File: src/design/qrs_pkg.sv
// ----------------------------------------------------------------------------
// qrs_pkg
// Shared types and widths of the quadratic root solver pipeline.
// ----------------------------------------------------------------------------
package qrs_pkg;

  localparam int unsigned CoefW = 16;
  localparam int unsigned RadW  = 34;
  localparam int unsigned SqrtW = RadW / 2;
  localparam int unsigned NumW  = 35;
  localparam int unsigned DenW  = 17;
  localparam int unsigned QuotW = 34;
  localparam int unsigned FracW = 16;

  typedef enum logic [2:0] {
    CODE_ALL_X  = 3'd0,
    CODE_NONE   = 3'd1,
    CODE_LINEAR = 3'd2,
    CODE_NEG    = 3'd3,
    CODE_DOUBLE = 3'd4,
    CODE_TWO    = 3'd5
  } code_e;

  typedef struct packed {
    code_e                    code;
    logic signed [CoefW-1:0]  a;
    logic signed [CoefW-1:0]  b;
    logic signed [CoefW-1:0]  c;
  } side_t;

endpackage

File: src/design/qrs_div_pipe.sv
// ----------------------------------------------------------------------------
// qrs_div_pipe
// Signed division truncating toward zero, one quotient bit per stage.
// ----------------------------------------------------------------------------
module qrs_div_pipe
  import qrs_pkg::*;
(
  input  logic                    clk_i,
  input  logic                    rst_ni,
  input  logic                    en_i,
  input  logic                    valid_i,
  input  logic signed [NumW-1:0]  num_i,
  input  logic signed [DenW-1:0]  den_i,
  input  code_e                   code_i,
  output logic                    valid_o,
  output logic signed [QuotW-1:0] quot_o,
  output code_e                   code_o
);

  logic [NumW-1:0]  num_abs;
  logic [DenW-1:0]  den_abs;

  logic             ent_v_q;
  logic [QuotW-1:0] ent_n_q;
  logic [DenW-1:0]  ent_d_q;
  logic             ent_neg_q;
  code_e            ent_code_q;

  logic             v_q    [QuotW];
  logic [QuotW-1:0] n_q    [QuotW];
  logic [DenW-1:0]  d_q    [QuotW];
  logic [DenW-1:0]  rem_q  [QuotW];
  logic [QuotW-1:0] q_q    [QuotW];
  logic             neg_q  [QuotW];
  code_e            code_q [QuotW];

  logic                    out_v_q;
  logic signed [QuotW-1:0] out_quot_q;
  code_e                   out_code_q;

  assign num_abs = num_i[NumW-1] ? (-num_i) : num_i;
  assign den_abs = den_i[DenW-1] ? (-den_i) : den_i;

  always_ff @(posedge clk_i or negedge rst_ni) begin
    if (!rst_ni) begin
      ent_v_q <= 1'b0;
    end else if (en_i) begin
      ent_v_q <= valid_i;
    end
  end

  always_ff @(posedge clk_i) begin
    if (en_i) begin
      ent_n_q    <= num_abs[QuotW-1:0];
      ent_d_q    <= den_abs;
      ent_neg_q  <= num_i[NumW-1] ^ den_i[DenW-1];
      ent_code_q <= code_i;
    end
  end

  for (genvar i = 0; i < QuotW; i++) begin : g_stage
    logic             v_s;
    logic [QuotW-1:0] n_s;
    logic [DenW-1:0]  d_s;
    logic [DenW-1:0]  rem_s;
    logic [QuotW-1:0] q_s;
    logic             neg_s;
    code_e            code_s;
    logic [DenW:0]    rem_sh;
    logic             ge;
    logic [DenW:0]    rem_sub;

    if (i == 0) begin : g_src_in
      assign v_s    = ent_v_q;
      assign n_s    = ent_n_q;
      assign d_s    = ent_d_q;
      assign rem_s  = '0;
      assign q_s    = '0;
      assign neg_s  = ent_neg_q;
      assign code_s = ent_code_q;
    end else begin : g_src_prev
      assign v_s    = v_q[i-1];
      assign n_s    = n_q[i-1];
      assign d_s    = d_q[i-1];
      assign rem_s  = rem_q[i-1];
      assign q_s    = q_q[i-1];
      assign neg_s  = neg_q[i-1];
      assign code_s = code_q[i-1];
    end

    assign rem_sh  = {rem_s, n_s[QuotW-1]};
    assign ge      = (rem_sh >= {1'b0, d_s});
    assign rem_sub = ge ? (rem_sh - {1'b0, d_s}) : rem_sh;

    always_ff @(posedge clk_i or negedge rst_ni) begin
      if (!rst_ni) begin
        v_q[i] <= 1'b0;
      end else if (en_i) begin
        v_q[i] <= v_s;
      end
    end

    always_ff @(posedge clk_i) begin
      if (en_i) begin
        n_q[i]    <= {n_s[QuotW-2:0], 1'b0};
        d_q[i]    <= d_s;
        rem_q[i]  <= rem_sub[DenW-1:0];
        q_q[i]    <= {q_s[QuotW-2:0], ge};
        neg_q[i]  <= neg_s;
        code_q[i] <= code_s;
      end
    end
  end

  always_ff @(posedge clk_i or negedge rst_ni) begin
    if (!rst_ni) begin
      out_v_q <= 1'b0;
    end else if (en_i) begin
      out_v_q <= v_q[QuotW-1];
    end
  end

  always_ff @(posedge clk_i) begin
    if (en_i) begin
      out_quot_q <= neg_q[QuotW-1] ? $signed(-q_q[QuotW-1]) : $signed(q_q[QuotW-1]);
      out_code_q <= code_q[QuotW-1];
    end
  end

  assign valid_o = out_v_q;
  assign quot_o  = out_quot_q;
  assign code_o  = out_code_q;

endmodule
File: config.mk
export PLATFORM = sky130hd
export DESIGN_NAME = qrs_div_pipe
export DESIGN_NICKNAME = d
export VERILOG_FILES = /design/src/design/qrs_pkg.sv /design/src/design/qrs_div_pipe.sv
export SDC_FILE = /design/constraint.sdc
export NUM_CORES = 2
export LEC_CHECK = 0
export BUFFER_PORTS_ARGS = -buffer_cell sky130_fd_sc_hd__buf_2
export CAP_MARGIN = 10
export CORE_AREA = 2 2 501 503
export DETAILED_ROUTE_END_ITERATION = 8
export DIE_AREA = 0 0 503 505
export PLACE_DENSITY_LB_ADDON = 0.25
export SLEW_MARGIN = 10
export SYNTH_ARGS = -nofsm -noshare
export SYNTH_HDL_FRONTEND = slang
export SYNTH_SLANG_ARGS = --single-unit
File: constraint.sdc
create_clock -name clk_i -period 4.3 [get_ports clk_i]
set_clock_uncertainty 0.1 [all_clocks]
set_input_delay 0.43 -clock clk_i [delete_from_list [all_inputs] [get_ports clk_i]]
set_output_delay 0.43 -clock clk_i [all_outputs]
set_load 0.02 [all_outputs]
Word level (Yosys, flattened, before mapping)
Memories as Yosys holds them, arrays and structs flattened. A register that Yosys moved wholly into a read port is not among the register bits.
Cells that the tools add are included.

storage, ports and cells
  register bits after elaboration = 125
  RAM bits = 3,570
  bits of input ports = 59
  output and inout bits = 38
  logic and storage cells = 159
  memories kept = 6

memory list
  name    words  bits a word  read ports  clocked after Yosys merged registers in  wr ports  line                source
  q_q     34     34           34          0                                        34        qrs_div_pipe.sv:33  logic [QuotW-1:0] q_q [QuotW];
  n_q     34     33           33          0                                        34        qrs_div_pipe.sv:30  logic [QuotW-1:0] n_q [QuotW];
  d_q     34     17           33          0                                        34        qrs_div_pipe.sv:31  logic [DenW-1:0] d_q [QuotW];
  rem_q   34     17           33          0                                        34        qrs_div_pipe.sv:32  logic [DenW-1:0] rem_q [QuotW];
  code_q  34     3            34          1                                        34        qrs_div_pipe.sv:35  code_e code_q [QuotW];
  neg_q   34     1            34          0                                        34        qrs_div_pipe.sv:34  logic neg_q [QuotW];

operators by class
  $add $sub $neg = 37
  $lt $le $gt $ge = 34
  multiplexer cells = 39
  bitwise logic cells = 1

operators by type and width
  cell            count
  $ge 18x17->1    33
  $mux 17         34
  $sub 17x17->17  33
  $mux 34         2
  $neg 34->34     2
  $ge 1x17->1     1
  $neg 17->17     1
  $sub 1x17->17   1
  $mux 16         1
  $mux 1          2
  $xor 1x1->1     1

Logic depth before layout (Yosys ltp)
An unclocked memory read counts as a cell.

  depth in word-level cells = 3
  depth in mapped cells = 13
  gate-level depth less buffers = 12

Worst setup path before layout
OpenSTA, ideal clock, no wires.

  path type = flip-flop to flip-flop
  start = memory n_q[26][32] (netlist bit)
  end = memory rem_q[27][10], data pin
  library setup time = 260 ps
  arrival time = 3,119 ps
  required time = 3,940 ps
  path slack = 821 ps
  cell stages (with the launch flop) = 13
  path buffers = 1
  clock period less this slack = 3,479 ps
  cell sequence = edfxtp_1 > inv_1 > ha_1 > inv_1 > fa_1 > a211oi_1 > o21ai_0 > a221o_1 > a31oi_1 > o21ai_1 > a41oi_2 > buf_4 > mux2_2

RTL lines
  item             line
  start, declared  qrs_div_pipe.sv:30
  end, declared    qrs_div_pipe.sv:32

==> flow_metrics.py <==
metrics = {
    "synth": {
        "synth_warnings": 0,
        "yosysTopAreaCell": "edfxtp_1",
        "yosysMostFrequentCell": "edfxtp_1",
        "syn_inst": 8171,
        "ys_seq_area_share_pct": 66.8,
        "netlist_area_sq_um": 114000,
        "syn_area_per_cell_sq_um": 14.0,
        "synth_fp_nets": 8828,
        "synth_common_cells": "2,506 x edfxtp_1, 755 x inv_1, 566 x ha_1, 461 x nand2_1, 459 x o21ai_0",
        "synthTopCellsByArea": "edfxtp_1 66%, ha_1 6.2%, inv_1 2.5%, xnor2_1 2.3%, mux2_2 2.3%",
        "synth.distinct_cells": 90,
        "synth_edf_count": 2506,
        "async_flop_share_pct": 1.42,
        "netlist.area_leader.share_pct": 66.0,
        "synth-main-ff-cell": "edfxtp_1",
        "yosys_register_bits": 2542,
    },
    "sta": {
        "worst_slew_pin_slew_ns": 1.01,
        "rsz0062_at_grt": "false",
        "period_needed_ns": 3.89,
        "max_freq_mhz": 257,
        "min_period_over_period_pct": 90.4,
        "drv_slew": 0,
        "slew_headroom_pct": 32.7,
        "setup_viol": 0,
        "setup_tns_ns": 0,
        "hold_viol": 0,
    },
    "drt": {
        "wl_per_cell_um": 18.9,
        "drcViolationCount": 0,
        "finalWirelength_um": 229000,
        "via_per_inst": 5.38,
        "drtIter0Drc": 5174,
        "ant_nets": 0,
        "firstDrtPassIters": 6,
        "vias": 65300,
    },
    "critical_path": {
        "reg2reg_setup_slack_ns": 0.41,
        "setup.worst_path.start_class": "flip-flop",
        "cp.required_ns": 4.85,
        "cp-end-kind": "flip-flop",
        "r2r-end": "rem_q[29][3]",
        "arrival_ns": 4.44,
        "worst-r2r-cell-count": 11,
        "crit_fanout": 29,
        "regToRegStartpoint": "n_q[28][32]",
        "crit_type": "reg -> reg",
    },
    "floorplan": {
        "rows": 183,
        "initial_core_util_pct": 45.9,
        "coreArea_sq_um": 248000,
        "ioPinCount": 97,
        "die_w_um": 503,
        "fp.dieH_um": 505,
        "die_area_sq_um": 254000,
    },
    "placement": {
        "placedCellCount": 11500,
        "placed_cell_area_sq_um": 119000,
        "globalplace.congestion": 0.909,
        "portBuffers": 96,
        "dp_hpwl_um": 161000,
    },
    "cts": {
        "htree_levels": 5,
        "tritoncts": "yes",
        "insertion_delay_ns": 0.93,
        "ctsLongestPathBuffers": 4,
        "cts_buffers": 293,
        "cts.sink_count": 2542,
        "clockRootBuffer": "clkbuf_16",
        "cts_setup_buffers": 0,
        "cts.clk_slew.worst_paths_ns": 0.06,
    },
    "worst_hold_path": {
        "hp-start": "code_i[2]",
        "holdPathStages": 2,
        "hold_end": "ent_code_q[2]",
        "hold_class": "in -> reg",
    },
    "finish": {
        "stdcell_count": 12100,
        "register_area_sq_um": 76200,
        "post-route-util_pct": 52.0,
        "syn2layout_area_growth_pct": 13.2,
        "multiInputGateArea_sq_um": 34500,
        "fillCellCount": 20700,
        "drive_gt1_share_pct": 10.2,
        "fin_area_sq_um": 129000,
        "fin_nets": 9252,
    },
    "power": {
        "internal-power_mw": 59.7,
        "power.density_nw_per_um2": 681,
        "total_power_mw": 87.9,
        "p_seq_share_pct": 40.9,
        "switching_share_pct": 32.1,
        "worst_ir_drop_vdd_mv": 0.434,
        "power_switching_mw": 28.2,
        "clock_power_share_pct": 26.6,
        "pwr-share-comb_pct": 32.5,
        "p_leak_nw": 49.5,
    },
    "global_routing": {
        "grt_pass1_wl_um": 358000,
        "grt_overflow_total": 0,
        "grt_pass1_vias": 64000,
        "antenna_found_initial": 9,
        "grt_max_degree": 168,
        "track_usage_pct": 17.8,
    },
    "run_status": {
        "status": "complete, no violations",
    },
    "job": {
        "cap_violations": 0,
    },
}
-- layer usage --
| layer | vias to the layer above | part of all wire [%] | global-route usage, % |
|---|---|---|---|
| met2 | 1541 | 46 | 28.3 |
| li1 | 31500 | - | - |
| met4 | 0 | 2.7 | 5.35 |
| met3 | 401 | 5.1 | 3.00 |
| met5 | - | 0 | 0 |
| met1 | 31800 | 46 | 25.1 |
-- sequential cells by signal, indices dropped and copies added, names as in the netlist --
| signal | cells |
|---|---|
| d_q | 561 |
| valid_o | 1 |
| ent_neg_q | 1 |
| ent_v_q | 1 |
| rem_q | 561 |
| quot_o | 34 |
| g_stage.v_s | 33 |
| ent_n_q | 34 |
| n_q | 561 |
| code_o | 3 |
| v_q | 1 |
| neg_q | 34 |
| ent_d_q | 17 |
| q_q | 595 |
| ent_code_q | 3 |
| code_q | 102 |
-- through the flow --
stage | worst slack, ns | hold slack (ns)
6_report | 0.415 | 0.159
5_1_grt | 0.102 | 0.111
4_1_cts | 0.356 | 0.0734
3_5_place_dp | 0.354 | 0.305
3_3_place_gp | 0.416 | 0.300
2_1_floorplan | 0.821 | 0.0344
-- placed cells by master (no fill, tap or decap), drive strengths merged, types with 230 or more instances in the layout --
cell / instances
ha: 566
mux2: 230
o21ai: 464
a21oi: 425
inv: 768
nor2: 353
clkbuf: 352
edfxtp: 2506
xnor2: 299
nand2: 461
a21o: 247
-- critical path, cell delays in order, from the launching register on --
cell and delay [ns]:
edfxtp_1 0.39, inv_1 0.08, ha_1 0.17, inv_1 0.06, fa_1 0.42, a211oi_1 0.33, o21ai_0 0.21, a31oi_1 0.41
or3b_2 0.51, a311oi_2 0.39, buf_12 0.22, mux2_2 0.34
-- final cells by class --
cell class	instances	area share, %
sequential	2542	59.0
antenna	7	0.0136
timing repair buffer	286	1.91
inverter	755	2.20
tap	3330	3.23
multi-input combinational	4717	26.7
clock inverter	149	0.999
clock buffer	352	5.97
-- power by group through the flow --
stage / logic [mW] / registers (mW) / clock network [mW]
final: 28.6 / 36.0 / 23.4
after global routing: 32.0 / 36.4 / 25.1
after CTS: 28.4 / 36.0 / 24.1
after detailed placement: 28.1 / 36.5 / 0
after global placement: 27.6 / 36.5 / 0
after floorplan: 21.7 / 34.9 / 0
-- how the worst max path moves through the flow --
stage | slack, ns | end | start | depth (start not counted)
floorplan | 0.82 | rem_q[27][10] | n_q[26][32] | 12
global placement | 0.42 | rem_q[29][3] | n_q[28][32] | 11
detailed placement | 0.35 | rem_q[17][15] | n_q[16][32] | 12
CTS | 0.36 | rem_q[17][15] | n_q[16][32] | 12
global route | 0.10 | rem_q[29][3] | n_q[28][32] | 11
finish | 0.41 | rem_q[29][3] | n_q[28][32] | 11
-- cell families after synthesis --
logic type	Yosys count	share of synthesized area, %
flip-flops	2542	66.8
AO/OA/AOI/OAI	1889	10.9
AND/OR/NAND/NOR	1520	6.49
buffers and inverters	912	3.05
adder cells (fa/ha/maj)	598	6.77
XOR/XNOR	427	3.28
multiplexers	283	2.74
-- what timing repair did --
item / in CTS / in global routing
hold buffers: 95 / 0
hold endpoints to repair: 109 / 0
setup endpoints to repair: 0 / 1
gates resized for setup: 0 / 1
No activity file was read; power rests on OpenSTA's default activity.
