<file path="src/design/qrs_pkg.sv">
// ----------------------------------------------------------------------------
// qrs_pkg
// Shared types and widths of the quadratic root solver pipeline.
// ----------------------------------------------------------------------------
package qrs_pkg;

  localparam int unsigned CoefW = 16;
  localparam int unsigned RadW  = 34;
  localparam int unsigned SqrtW = RadW / 2;
  localparam int unsigned NumW  = 35;
  localparam int unsigned DenW  = 17;
  localparam int unsigned QuotW = 34;
  localparam int unsigned FracW = 16;

  typedef enum logic [2:0] {
    CODE_ALL_X  = 3'd0,
    CODE_NONE   = 3'd1,
    CODE_LINEAR = 3'd2,
    CODE_NEG    = 3'd3,
    CODE_DOUBLE = 3'd4,
    CODE_TWO    = 3'd5
  } code_e;

  typedef struct packed {
    code_e                    code;
    logic signed [CoefW-1:0]  a;
    logic signed [CoefW-1:0]  b;
    logic signed [CoefW-1:0]  c;
  } side_t;

endpackage

</file>
<file path="src/design/qrs_sqrt_pipe.sv">
// ----------------------------------------------------------------------------
// qrs_sqrt_pipe
// Floor square root, one result bit per pipeline stage, with sideband.
// ----------------------------------------------------------------------------
module qrs_sqrt_pipe
  import qrs_pkg::*;
(
  input  logic              clk_i,
  input  logic              rst_ni,
  input  logic              en_i,
  input  logic              valid_i,
  input  logic [RadW-1:0]   rad_i,
  input  side_t             side_i,
  output logic              valid_o,
  output logic [SqrtW-1:0]  root_o,
  output side_t             side_o
);

  localparam int unsigned RemW = SqrtW + 3;

  logic              v_q    [SqrtW];
  logic [RadW-1:0]   rad_q  [SqrtW];
  logic [RemW-1:0]   rem_q  [SqrtW];
  logic [SqrtW-1:0]  root_q [SqrtW];
  side_t             side_q [SqrtW];

  for (genvar i = 0; i < SqrtW; i++) begin : g_stage
    logic              v_s;
    logic [RadW-1:0]   rad_s;
    logic [RemW-1:0]   rem_s;
    logic [SqrtW-1:0]  root_s;
    side_t             side_s;
    logic [RemW-1:0]   rem_sh;
    logic [RemW-1:0]   trial;
    logic              ge;
    logic [RemW-1:0]   rem_d;
    logic [SqrtW-1:0]  root_d;

    if (i == 0) begin : g_src_in
      assign v_s    = valid_i;
      assign rad_s  = rad_i;
      assign rem_s  = '0;
      assign root_s = '0;
      assign side_s = side_i;
    end else begin : g_src_prev
      assign v_s    = v_q[i-1];
      assign rad_s  = rad_q[i-1];
      assign rem_s  = rem_q[i-1];
      assign root_s = root_q[i-1];
      assign side_s = side_q[i-1];
    end

    assign rem_sh = {rem_s[RemW-3:0], rad_s[RadW-1 -: 2]};
    assign trial  = {1'b0, root_s, 2'b01};
    assign ge     = (rem_sh >= trial);
    assign rem_d  = ge ? (rem_sh - trial) : rem_sh;
    assign root_d = {root_s[SqrtW-2:0], ge};

    always_ff @(posedge clk_i or negedge rst_ni) begin
      if (!rst_ni) begin
        v_q[i] <= 1'b0;
      end else if (en_i) begin
        v_q[i] <= v_s;
      end
    end

    always_ff @(posedge clk_i) begin
      if (en_i) begin
        rad_q[i]  <= {rad_s[RadW-3:0], 2'b00};
        rem_q[i]  <= rem_d;
        root_q[i] <= root_d;
        side_q[i] <= side_s;
      end
    end
  end

  assign valid_o = v_q[SqrtW-1];
  assign root_o  = root_q[SqrtW-1];
  assign side_o  = side_q[SqrtW-1];

endmodule

</file>
<file path="config.mk">
export PLATFORM = sky130hd
export DESIGN_NAME = qrs_sqrt_pipe
export DESIGN_NICKNAME = d
export VERILOG_FILES = /design/src/design/qrs_pkg.sv /design/src/design/qrs_sqrt_pipe.sv
export SDC_FILE = /design/constraint.sdc
export NUM_CORES = 1
export LEC_CHECK = 0
export ABC_AREA = 0
export BUFFER_PORTS_ARGS = -buffer_cell sky130_fd_sc_hd__clkbuf_2
export CAP_MARGIN = 40
export CORE_ASPECT_RATIO = 1.2
export CORE_UTILIZATION = 25
export DETAILED_ROUTE_END_ITERATION = 7
export GPL_TIMING_DRIVEN = 1
export PLACE_DENSITY_LB_ADDON = 0.15
export SETUP_SLACK_MARGIN = 0.02
export SLEW_MARGIN = 20
export SYNTH_ARGS = -nofsm -noshare
export SYNTH_HDL_FRONTEND = slang
export SYNTH_SLANG_ARGS = --single-unit
</file>
<file path="constraint.sdc">
create_clock -name clk_i -period 3 [get_ports clk_i]
set_input_delay 0.15 -clock clk_i [delete_from_list [all_inputs] [get_ports clk_i]]
set_output_delay 0.15 -clock clk_i [all_outputs]
set_load 0.01 [all_outputs]
</file>
# ---- Word level (Yosys, flattened, before mapping)
# Memories as Yosys holds them, arrays and structs flattened.
# Cells that the tools add are included.
dict set report op_classes {
  addsub 17
  n_mux 19
  magnitude_cmp 17
}
# cell n
set ops {}
lappend ops {{$mux 20} 17}
lappend ops {{$ge 20x19->1} 16}
lappend ops {{$sub 20x19->20} 16}
lappend ops {{$sub 2x1->3 const B} 1}
lappend ops {{$ge 2x1->1 const B} 1}
lappend ops {{$mux 1} 2}
dict set report totals {
  inputBits 89
  ff_bits 17
  out_inout_bits 69
  mem_count 4
  elab_cells 74
  ram_bits 2040
}
# name words word_bits rd rd_ports_with_merged_regs write_ports line_no
set mem_list {}
lappend mem_list {side_q 17 51 17 0 17 qrs_sqrt_pipe.sv:25} ;# side_t side_q [SqrtW];
lappend mem_list {rad_q 17 32 16 0 17 qrs_sqrt_pipe.sv:22} ;# logic [RadW-1:0] rad_q [SqrtW];
lappend mem_list {rem_q 17 20 16 0 17 qrs_sqrt_pipe.sv:23} ;# logic [RemW-1:0] rem_q [SqrtW];
lappend mem_list {root_q 17 17 17 0 17 qrs_sqrt_pipe.sv:24} ;# logic [SqrtW-1:0] root_q [SqrtW];

# ---- Longest topological paths before layout
# Gate-level depths: netlist (run 1).
# An unclocked memory read counts as a cell.
dict set report depth {
  depth_word 3
  mapped_depth 12
  ltp_nobuf 10
}

# ---- Worst setup path before layout (run 1)
# No wires, ideal clock.
dict set report synth_path {
  path_kind {register to register}
  start {memory rem_q[0][229] (netlist name)}
  end {memory rem_q[0][245] (netlist name) (data pin)}
  setup_time_ns 0.260
  path_slack_ns 0.296
  arrival_ns 2.444
  path_stages_with_launch 10
  required_time_ns 2.740
  synth_period_minus_slack_ns 2.704
  path_buffers 2
  path_cell_list {edfxtp_1 ha_1 buf_6 a21o_1 a21o_1 a211oi_2 o21a_2 or4b_1 buf_6 mux2_4}
}
# item line_no
set synth_lines {}
lappend synth_lines {{start, declared} qrs_sqrt_pipe.sv:23}

==> impl_metrics.csv, run 1 <==
group,metric,value,unit
power,ir_drop,0.5314,mV
grt,antenna_found_initial,3,
clock_network,worstSkewPairLatency,0.86,ns
critical_path,critical-path-top-delay-family,"simple AND/OR/NAND/NOR gates",
drt,drc,0,
timing,worst_slew_pin_slew,0.7319,ns
final_layout,drive_gt1_share,15.64,%
yosys,synth_cell_types,91,
clock_network,clk_pin_slew,0.06,ns
critical_path,crit_required,3.50,ns
drt,viasPerCell,3.974,
floorplanning,die_x,444.3,um
yosys,synth-seq-cells,1577,
clock_network,clock-sinks,1577,
floorplanning,rows,194,
timing,setup_slack,0.1426,ns
clock_network,post_cts_buffers,0,
clock_network,cts-root-buf,"clkbuf_16",
drt,drt_wl_total,97.51,mm
grt,grt_max_degree,132,
power,finalPower,53.68,mW
critical_path,crit_arrival,3.36,ns
clock_network,tritoncts,"done",
power,p_leak,25.75,nW
worst_hold_path,worstHoldEndpoint,"rad_q[0][9]$_DFFE_PP_",
final_layout,stdcell_area,71630,um2
critical_path,end_kind,"register",
place,io_buffers,157,
floorplanning,die-height,532.8,um
yosys,syn_area_per_cell,17.84,um2
run,maxCapViolCount,0,
grt,grt_pass1_vias,29120,
yosys,synth-simple-area-share,5.240,%
drt,vias,27910,
critical_path,cp_num_buf_inv,2,
critical_path,critical_path_class,"register to register",
place,post-place-ws,-0.02720,ns
clock_network,cts_made_buffers,187,
yosys,postSynthCellCount,3290,
yosys,yosysSeqAreaShare,80.54,%
critical_path,slowest_stage,"or4b_4",
yosys,synth_top_family_by_area,"simple AND/OR/NAND/NOR gates",
floorplanning,die_area,236700,um2
grt,grtUsageTotal,8.122,%
grt,grt-ovfl-total,0,
timing,fin_crit_sh,95.25,%
final_layout,fin_nets,4111,
final_layout,fin_cells,7023,
drt,drt.antenna.violating_nets,0,
timing,finClkSkew,0.1074,ns
final_layout,area_delta_synth_final,22.04,%
outcome,status,"complete, no violations",
critical_path,path_cells,"ha_1 > nand2b_1 > a211oi_1 > nor3_2 > buf_4 > o21a_2 > or4b_4 > buf_12 > mux2_4",
yosys,synth.area.mux_share,1.253,%
floorplanning,ios,158,
critical_path,slowest_delay,0.48,ns
yosys,synth_compound_area_share,4.769,%
timing,slew_viol_final,0,
power,p_per_area,749.4,nW/um2
place,dp_hpwl,60.02,mm
timing,setup_viol,0,
timing,fin_hold_ws,0.09416,ns
drt,drtIter0Drc,1378,
critical_path,r2r-end,"rem_q[0][247]$_DFFE_PP_",
timing,fin_setup_tns,0,ns
timing,finalHoldViolCount,0,
clock_network,htreeDepth,4,
yosys,async_reset_ff_share,1.078,%
final_layout,final_common_cell,"edfxtp_1",
drt,first_pass_iters,5,
place,post-place-cells,6540,
timing,grt_setup_unrepaired,"false",
yosys,ys.flop_type,"edfxtp_1",
final_layout,final_cell_mix,"edfxtp_1, inv_1, clkbuf_16",
place,place_area,64100,um2
final_layout,final_util,30.74,%
yosys,synth_xor_xnor_area_share,2.863,%
yosys,syn_nets,3550,
critical_path,r2r_cells,9,
clock_network,clock_path_buffers,4,
drt,wl_per_cell,13.88,um
worst_hold_path,hold_class,"input pin to register",
critical_path,r2r_start,"rem_q[0][220]$_DFFE_PP_",
place,gp_congestion,0.7903,
yosys,ys_warn_count,0,
yosys,netlist_area,58700,um2
floorplanning,core_area,233000,um2
timing,slew_headroom,51.21,%
timing,fmax,350.0,MHz
critical_path,r2r_setup_slack,0.14,ns
timing,fin_crit,2.857,ns
worst_hold_path,hold_depth,2,
yosys,synth_fa_ha_area_share,3.645,%
yosys,synth_edf_count,1560,
floorplanning,initial_core_util,25.19,%
worst_hold_path,min_from,"rad_i[9]",
grt,grt_pass1_wl,154.6,mm
critical_path,cp_max_fo,26,
critical_path,critPathLaunchType,"register",
how the worst max path moves through the flow:
stage | from | to | cells past startpoint
finish | rem_q[0][220]$_DFFE_PP_ | rem_q[0][247]$_DFFE_PP_ | 9
global route | root_q[1][72]$_DFFE_PP_ | rem_q[0][270]$_DFFE_PP_ | 8
CTS | rem_q[0][283]$_DFFE_PP_ | rem_q[0][315]$_DFFE_PP_ | 9
detailed placement | rem_q[0][283]$_DFFE_PP_ | rem_q[0][311]$_DFFE_PP_ | 9
global placement | rem_q[0][283]$_DFFE_PP_ | rem_q[0][303]$_DFFE_PP_ | 9
floorplan | rem_q[0][229]$_DFFE_PP_ | rem_q[0][245]$_DFFE_PP_ | 9
synthesized netlist by cell type (all sizes together) (8+ instances only):
library cell     n  area share [%]
inv            209             1.3
o211ai           9            0.12
clkbuf          18            0.12
edfxtp        1560              80
a21o            34            0.43
and2             8           0.085
o31ai           16            0.21
nor3            44            0.40
nand2          123            0.79
or2             18            0.19
a21boi           9            0.12
nor2b           29            0.31
nand3           37            0.32
o21ai           93            0.80
nor2           173             1.1
mux2            56             1.1
a21oi          151             1.3
xnor2          108             1.6
nor4            29            0.37
dfrtp           17            0.72
ha             171             3.6
a31oi           11            0.12
o22ai           10            0.12
or3             26            0.28
and3             9           0.096
a211oi          19            0.26
nand4           32            0.36
xor2            83             1.2
o21bai          10            0.13
nand2b          24            0.26
buf             22            0.24
mux2i            9            0.15
o21a            38            0.49
or4             18            0.24
power by group:
group          switching [mW]  internal (mW)
Combinational            2.55           2.11
Sequential              0.762           26.4
Clock                    8.79           13.0
what timing repair did:
item                       4_1_cts  5_1_grt
hold buffers                   159        0
gates resized for setup          2        8
pin swaps                        0        2
hold endpoints to repair       421        0
setup endpoints to repair       12       24
kinds of logic (layout without fill, tap and decap cells):
group / after synthesis / in the layout
DFF: 1577 / 1577
other: 1 / 3
and+or+nand+nor: 597 / 597
AOI/OAI and AO/OA: 439 / 439
adders and majority gates: 171 / 171
xor gates and xnor gates: 191 / 191
buffers and inverters: 249 / 942
muxes: 65 / 65
cell type report:
type	count	area, um2
diodes	2	5.005
flip-flops and latches	1577	47270
fillers	22870	161400
clock buffers	235	4997
repair buffers	412	3421
well taps	3038	3801
multi-input cells	1464	10490
inverters	209	784.5
clock inverters	86	863.3
layer usage:
metal	global-route usage [%]	part of all wire, %	vias up
met1	8.673	39	13520
met4	4.093	4.4	2
met5	0	0.013	-
li1	-	-	13680
met3	2.159	4.7	277
met2	14.63	51	426
state kept, by name, indices dropped and copies added (netlist names):
| name | cells |
|---|---|
| g_stage.v_s | 16 |
| rad_q | 272 |
| rem_q | 268 |
| root_q | 153 |
| side_q | 867 |
| valid_o | 1 |
Note: power is estimated with default switching activity, not from simulation.
==> run 2, diff against run 1 <==
ABC_CLOCK_PERIOD_IN_PS = 3000   (was default)
CAP_MARGIN = 20   (was 40)
CORE_MARGIN = 1.5   (was default)
==> run 2 against run 1 <==
Cell count decreased by 0.17%; wire length about the same; combinational power about the same; critical path depth decreased by 1; final area decreased by 0.57%; largest cell class unchanged.
==> impl_metrics.csv, run 2 (synthesis gave the netlist of run 1 again) <==
group,metric,value,unit
critical_path,cp_max_fo,22,
final_layout,drive_gt1_share,15.76,%
power,p_leak,25.63,nW
clock_network,cts_made_buffers,182,
timing,setup_viol,0,
grt,grt_max_degree,99,
clock_network,cts-root-buf,"clkbuf_16",
place,post-place-cells,6551,
drt,drtIter0Drc,1417,
drt,wl_met1,39.10,mm
timing,finClkSkew,0.07782,ns
timing,slew_viol_final,0,
timing,finalHoldViolCount,0,
drt,first_pass_iters,5,
floorplanning,ios,158,
timing,fmax,346.9,MHz
critical_path,r2r_start,"root_q[1][109]$_DFFE_PP_",
clock_network,post_cts_buffers,0,
critical_path,path_cells,"inv_1 > ha_1 > nand4_1 > nor4_1 > or2_1 > o32a_1 > buf_12 > mux2_2",
final_layout,fin_nets,4096,
power,ir_drop,0.4078,mV
floorplanning,die_area,237700,um2
place,gp_congestion,0.7630,
critical_path,slowest_delay,0.56,ns
floorplanning,core_area,233000,um2
drt,drt_wl_total,97.44,mm
grt,grt-ovfl-total,0,
critical_path,r2r-end,"rem_q[0][315]$_DFFE_PP_",
timing,fin_crit,2.883,ns
critical_path,critical_path_class,"register to register",
drt,top_layer,"met4",
drt,wl_per_cell,13.90,um
place,io_buffers,157,
drt,wl_met3,4.460,mm
timing,fin_crit_sh,96.09,%
clock_network,worstSkewPairLatency,0.85,ns
clock_network,tritoncts,"done",
final_layout,final_common_cell,"edfxtp_1",
power,p_per_area,745.0,nW/um2
worst_hold_path,min_from,"rad_i[26]",
worst_hold_path,hold_class,"input pin to register",
outcome,status,"complete, no violations",
critical_path,crit_required,3.50,ns
clock_network,clock-sinks,1577,
critical_path,crit_arrival,3.38,ns
grt,antenna_found_initial,6,
drt,wl_met2,49.70,mm
clock_network,clock_path_buffers,4,
critical_path,slowest_stage,"nor4_1",
drt,drc,0,
critical_path,r2r_cells,8,
timing,slew_headroom,49.30,%
grt,grtUsageTotal,8.076,%
drt,viasPerCell,3.964,
final_layout,area_delta_synth_final,21.35,%
floorplanning,rows,194,
critical_path,worstSetupStartpoint,"root_q[1][109]$_DFFE_PP_",
timing,grt_setup_unrepaired,"false",
clock_network,clk_pin_slew,0.06,ns
grt,grt_pass1_vias,28870,
run,maxCapViolCount,0,
place,dp_hpwl,60.66,mm
final_layout,regMostFlops,"side_q",
drt,drt.antenna.violating_nets,0,
final_layout,top_regs,"side_q (867), rad_q (272), rem_q (268)",
timing,worst_slew_pin_slew,0.7580,ns
critical_path,end_kind,"register",
critical_path,critPathLaunchType,"register",
floorplanning,die_x,445.3,um
final_layout,largest_reg_flops,867,
critical_path,r2r_setup_slack,0.12,ns
final_layout,fin_cells,7011,
timing,fin_setup_tns,0,ns
clock_network,htreeDepth,4,
grt,grt_pass1_wl,154.0,mm
floorplanning,die-height,533.8,um
critical_path,critPathCapture,"rem_q[0][315]$_DFFE_PP_",
floorplanning,initial_core_util,25.19,%
final_layout,final_cell_mix,"edfxtp_1, inv_1, clkbuf_16",
drt,vias,27790,
==> run 2: cell count changes in the layout (fill, tap and decap cells not counted), sizes merged, moves of 4 or more <==
cell         change
dlygate4sd3     -20
clkbuf          -13
clkinv          +12
buf             +10
clkinvlp         -5
inv              +4
==> run 2: final cells by class <==
cell class	instances	area, um2
Clock buffer	222	4705
Inverter	209	784.5
Timing Repair Buffer	402	3276
Sequential cell	1577	47270
Tap cell	3038	3801
Multi-Input combinational cell	1464	10450
Clock inverter	98	940.9
Antenna cell	1	2.502
Fill cell	22940	161800
==> run 2: worst min path at each step <==
| stage | to | slack [ns] | cells after the start |
|---|---|---|---|
| floorplan | g_stage[10].v_s$_DFFE_PN0P_ | -0.15 | 0 |
| global placement | g_stage[12].v_s$_DFFE_PN0P_ | 0.09 | 1 |
| detailed placement | g_stage[13].v_s$_DFFE_PN0P_ | 0.11 | 1 |
| CTS | rad_q[0][26]$_DFFE_PP_ | 0.0006 | 2 |
| global route | rad_q[0][1]$_DFFE_PP_ | 0.03 | 2 |
| finish | rad_q[0][26]$_DFFE_PP_ | 0.08 | 2 |
==> run 2: per-layer routing <==
layer | GRT usage, % | up-vias
met4 | 3.871 | 0
met2 | 14.51 | 445
met1 | 8.821 | 13440
li1 | - | 13650
met3 | 2.041 | 268
met5 | 0 | -
==> run 2: stage by stage <==
stage	power [mW]	area, um2	hold WS (ns)	util (%)	setup slack [ns]
after floorplan	30.41	58700	-0.1456	-	0.2960
after global placement	32.20	64170	0.09442	27.54	0.08920
after detailed placement	32.24	64170	0.1061	27.54	0.1195
after CTS	54.33	71210	0.0006328	30.56	0.04349
after global routing	55.72	71230	0.03233	30.57	0.03208
final	53.06	71230	0.08473	30.57	0.1174
==> run 2: repair_timing <==
action                                 in CTS  in global routing
endpoints found under the hold margin     186                  0
setup endpoints to repair                   0                 23
hold buffers                              139                  0
resized for setup                           0                  3
==> run 2: critical path: cells and delay by family (launching register included) <==
kind | cells | cell delay [ns]
adder cells (fa/ha/maj) | 1 | 0.41
AO/OA/AOI/OAI | 1 | 0.22
flip-flops | 1 | 0.39
buffers and inverters | 2 | 0.24
multiplexers | 1 | 0.35
AND/OR/NAND/NOR | 3 | 0.95
==> run 2: power by group <==
group	leakage, nW	switching [mW]	internal (mW)
clock	2.76	8.70	12.5
combinational	7.55	2.53	2.11
sequential	15.3	0.771	26.4
==> run 3, diff against run 2 <==
PLACE_DENSITY_LB_ADDON = 0.1   (was 0.15)
==> run 3 against run 2 <==
Critical endpoint is now rem_q[0][249]$_DFFE_PP_; via count down 0.10%; register-to-register slack is essentially flat; highest routed layer unchanged; fmax decreased by 0.12%; total power down 0.78%; largest power group unchanged; setup slack got worse by 0.0035 ns; sequential cell count unchanged; clock skew down 0.011 ns; critical path depth is 1 higher; clock-buffer cell count rose by 20.
==> impl_metrics.csv, run 3 (synthesis gave the netlist of run 1 again) <==
group,metric,value,unit
outcome,status,"complete, no violations",
place,place_area,64300,um2
critical_path,worstSetupStartpoint,"rem_q[0][220]$_DFFE_PP_",
clock_network,htreeDepth,4,
final_layout,top_regs,"side_q (867), rad_q (272), rem_q (268)",
clock_network,cts-root-buf,"clkbuf_16",
floorplanning,ios,158,
place,io_buffers,157,
floorplanning,rows,194,
timing,grt_setup_unrepaired,"true",
grt,grt_max_degree,120,
power,ir_drop,0.4553,mV
critical_path,critPathLaunchType,"register",
final_layout,final_common_cell,"edfxtp_1",
final_layout,stdcell_area,71350,um2
timing,fmax,346.5,MHz
critical_path,cp_max_fo,26,
critical_path,r2r_start,"rem_q[0][220]$_DFFE_PP_",
timing,finClkSkew,0.06638,ns
drt,viasPerCell,3.953,
final_layout,largest_reg_flops,867,
final_layout,drive_gt1_share,15.54,%
floorplanning,initial_core_util,25.19,%
grt,grt_pass1_wl,158.7,mm
critical_path,slowest_stage,"or4b_1",
clock_network,worstSkewPairLatency,0.84,ns
drt,drt.antenna.violating_nets,0,
final_layout,area_delta_synth_final,21.56,%
floorplanning,core_area,233000,um2
clock_network,clk_pin_slew,0.06,ns
power,finalPower,52.65,mW
grt,antenna_found_initial,1,
timing,setup_viol,0,
critical_path,crit_required,3.51,ns
clock_network,cts_made_buffers,185,
timing,slew_headroom,47.58,%
timing,finalHoldViolCount,0,
critical_path,path_cells,"ha_1 > nand2b_1 > a211oi_1 > nor3_2 > buf_4 > o21a_2 > or4b_1 > buf_12 > mux2_4",
clock_network,clock-sinks,1577,
worst_hold_path,hold_class,"input pin to register",
place,gp_congestion,0.7645,
final_layout,final_cell_mix,"edfxtp_1, inv_1, clkbuf_16",
drt,wl_per_cell,14.36,um
drt,first_pass_iters,4,
drt,drtIter0Drc,1351,
power,p_leak,25.64,nW
critical_path,slowest_delay,0.49,ns
floorplanning,die_area,237700,um2
timing,fin_crit_sh,96.21,%
critical_path,critical_path_class,"register to register",
grt,grt-ovfl-total,0,
timing,fin_crit,2.886,ns
run,maxCapViolCount,0,
grt,grtUsageTotal,8.400,%
power,p_per_area,737.9,nW/um2
final_layout,fin_nets,4117,
timing,worst_slew_pin_slew,0.7837,ns
drt,vias,27770,
clock_network,clock_path_buffers,4,
final_layout,n_fill_cell,22910,
clock_network,tritoncts,"done",
timing,slew_viol_final,0,
floorplanning,die_x,445.3,um
critical_path,end_kind,"register",
worst_hold_path,min_from,"side_i[43]",
drt,drc,0,
final_layout,regMostFlops,"side_q",
floorplanning,die-height,533.8,um
critical_path,crit_arrival,3.40,ns
drt,drt_wl_total,100.8,mm
grt,grt_pass1_vias,29050,
place,dp_hpwl,63.82,mm
## run 3: layer usage
| metal | vias up | wire (um) | global-route usage (%) |
|---|---|---|---|
| met1 | 13490 | 39400 | 8.824 |
| met5 | - | 0 | 0 |
| met4 | 0 | 4018 | 4.271 |
| li1 | 13670 | - | - |
| met2 | 366 | 53450 | 15.68 |
| met3 | 245 | 3988 | 1.740 |
## run 3: final cells by class
class | count | area [um2] | area share, %
repair buffers | 420 | 3511 | 4.921
diodes | 2 | 5.005 | 0.007014
clock buffers | 242 | 4928 | 6.907
inverters | 209 | 784.5 | 1.100
clock inverters | 72 | 546.8 | 0.7663
multi-input cells | 1464 | 10500 | 14.72
well taps | 3038 | 3801 | 5.327
flip-flops and latches | 1577 | 47270 | 66.25
## run 3: final timing paths
path                       cells after the start  slack, ns                          end
max                                            9       0.11      rem_q[0][249]$_DFFE_PP_
min                                            2       0.09      side_q[0][43]$_DFFE_PP_
max reg2reg                                    9       0.11      rem_q[0][249]$_DFFE_PP_
min reg2reg                                    0       0.40      root_q[1][92]$_DFFE_PP_
max in group asynchronous                      3       2.02   g_stage[2].v_s$_DFFE_PN0P_
min in group asynchronous                      3       0.50  g_stage[11].v_s$_DFFE_PN0P_
## run 3: per-stage QoR
stage	TNS, ns	hold WS [ns]	cells	setup slack (ns)	utilization [%]
finish	0	0.08704	7024	0.1138	30.62
global route	0	0.03428	7024	0.01733	30.62
CTS	0	0.004140	7021	0.03809	30.59
detailed placement	-0.2603	0.1149	6558	-0.08689	27.59
global placement	-0.2808	0.1025	6558	-0.09431	27.59
floorplan	0	-0.1456	3290	0.2960	-
## run 3: timing repair
| item | in CTS | in global routing |
|---|---|---|
| buffers inserted | 0 | 1 |
| hold endpoints to repair | 208 | 0 |
| pin swaps | 0 | 1 |
| setup endpoints to repair | 13 | 45 |
| resized for setup | 4 | 12 |
| hold buffers | 149 | 0 |
## run 3: power breakdown
| group | total, mW | switching, mW | internal, mW |
|---|---|---|---|
| logic | 4.72 | 2.58 | 2.14 |
| registers | 27.2 | 0.775 | 26.4 |
| clock network | 20.7 | 8.57 | 12.1 |
## run 3: worst max-delay path: cells and delay by family (launching register included)
kind | cells | cell delay (ns)
compound gates | 2 | 0.24
buf+inv | 2 | 0.38
fa+ha+maj | 1 | 0.37
flops | 1 | 0.41
mux | 1 | 0.30
simple gates | 3 | 0.87
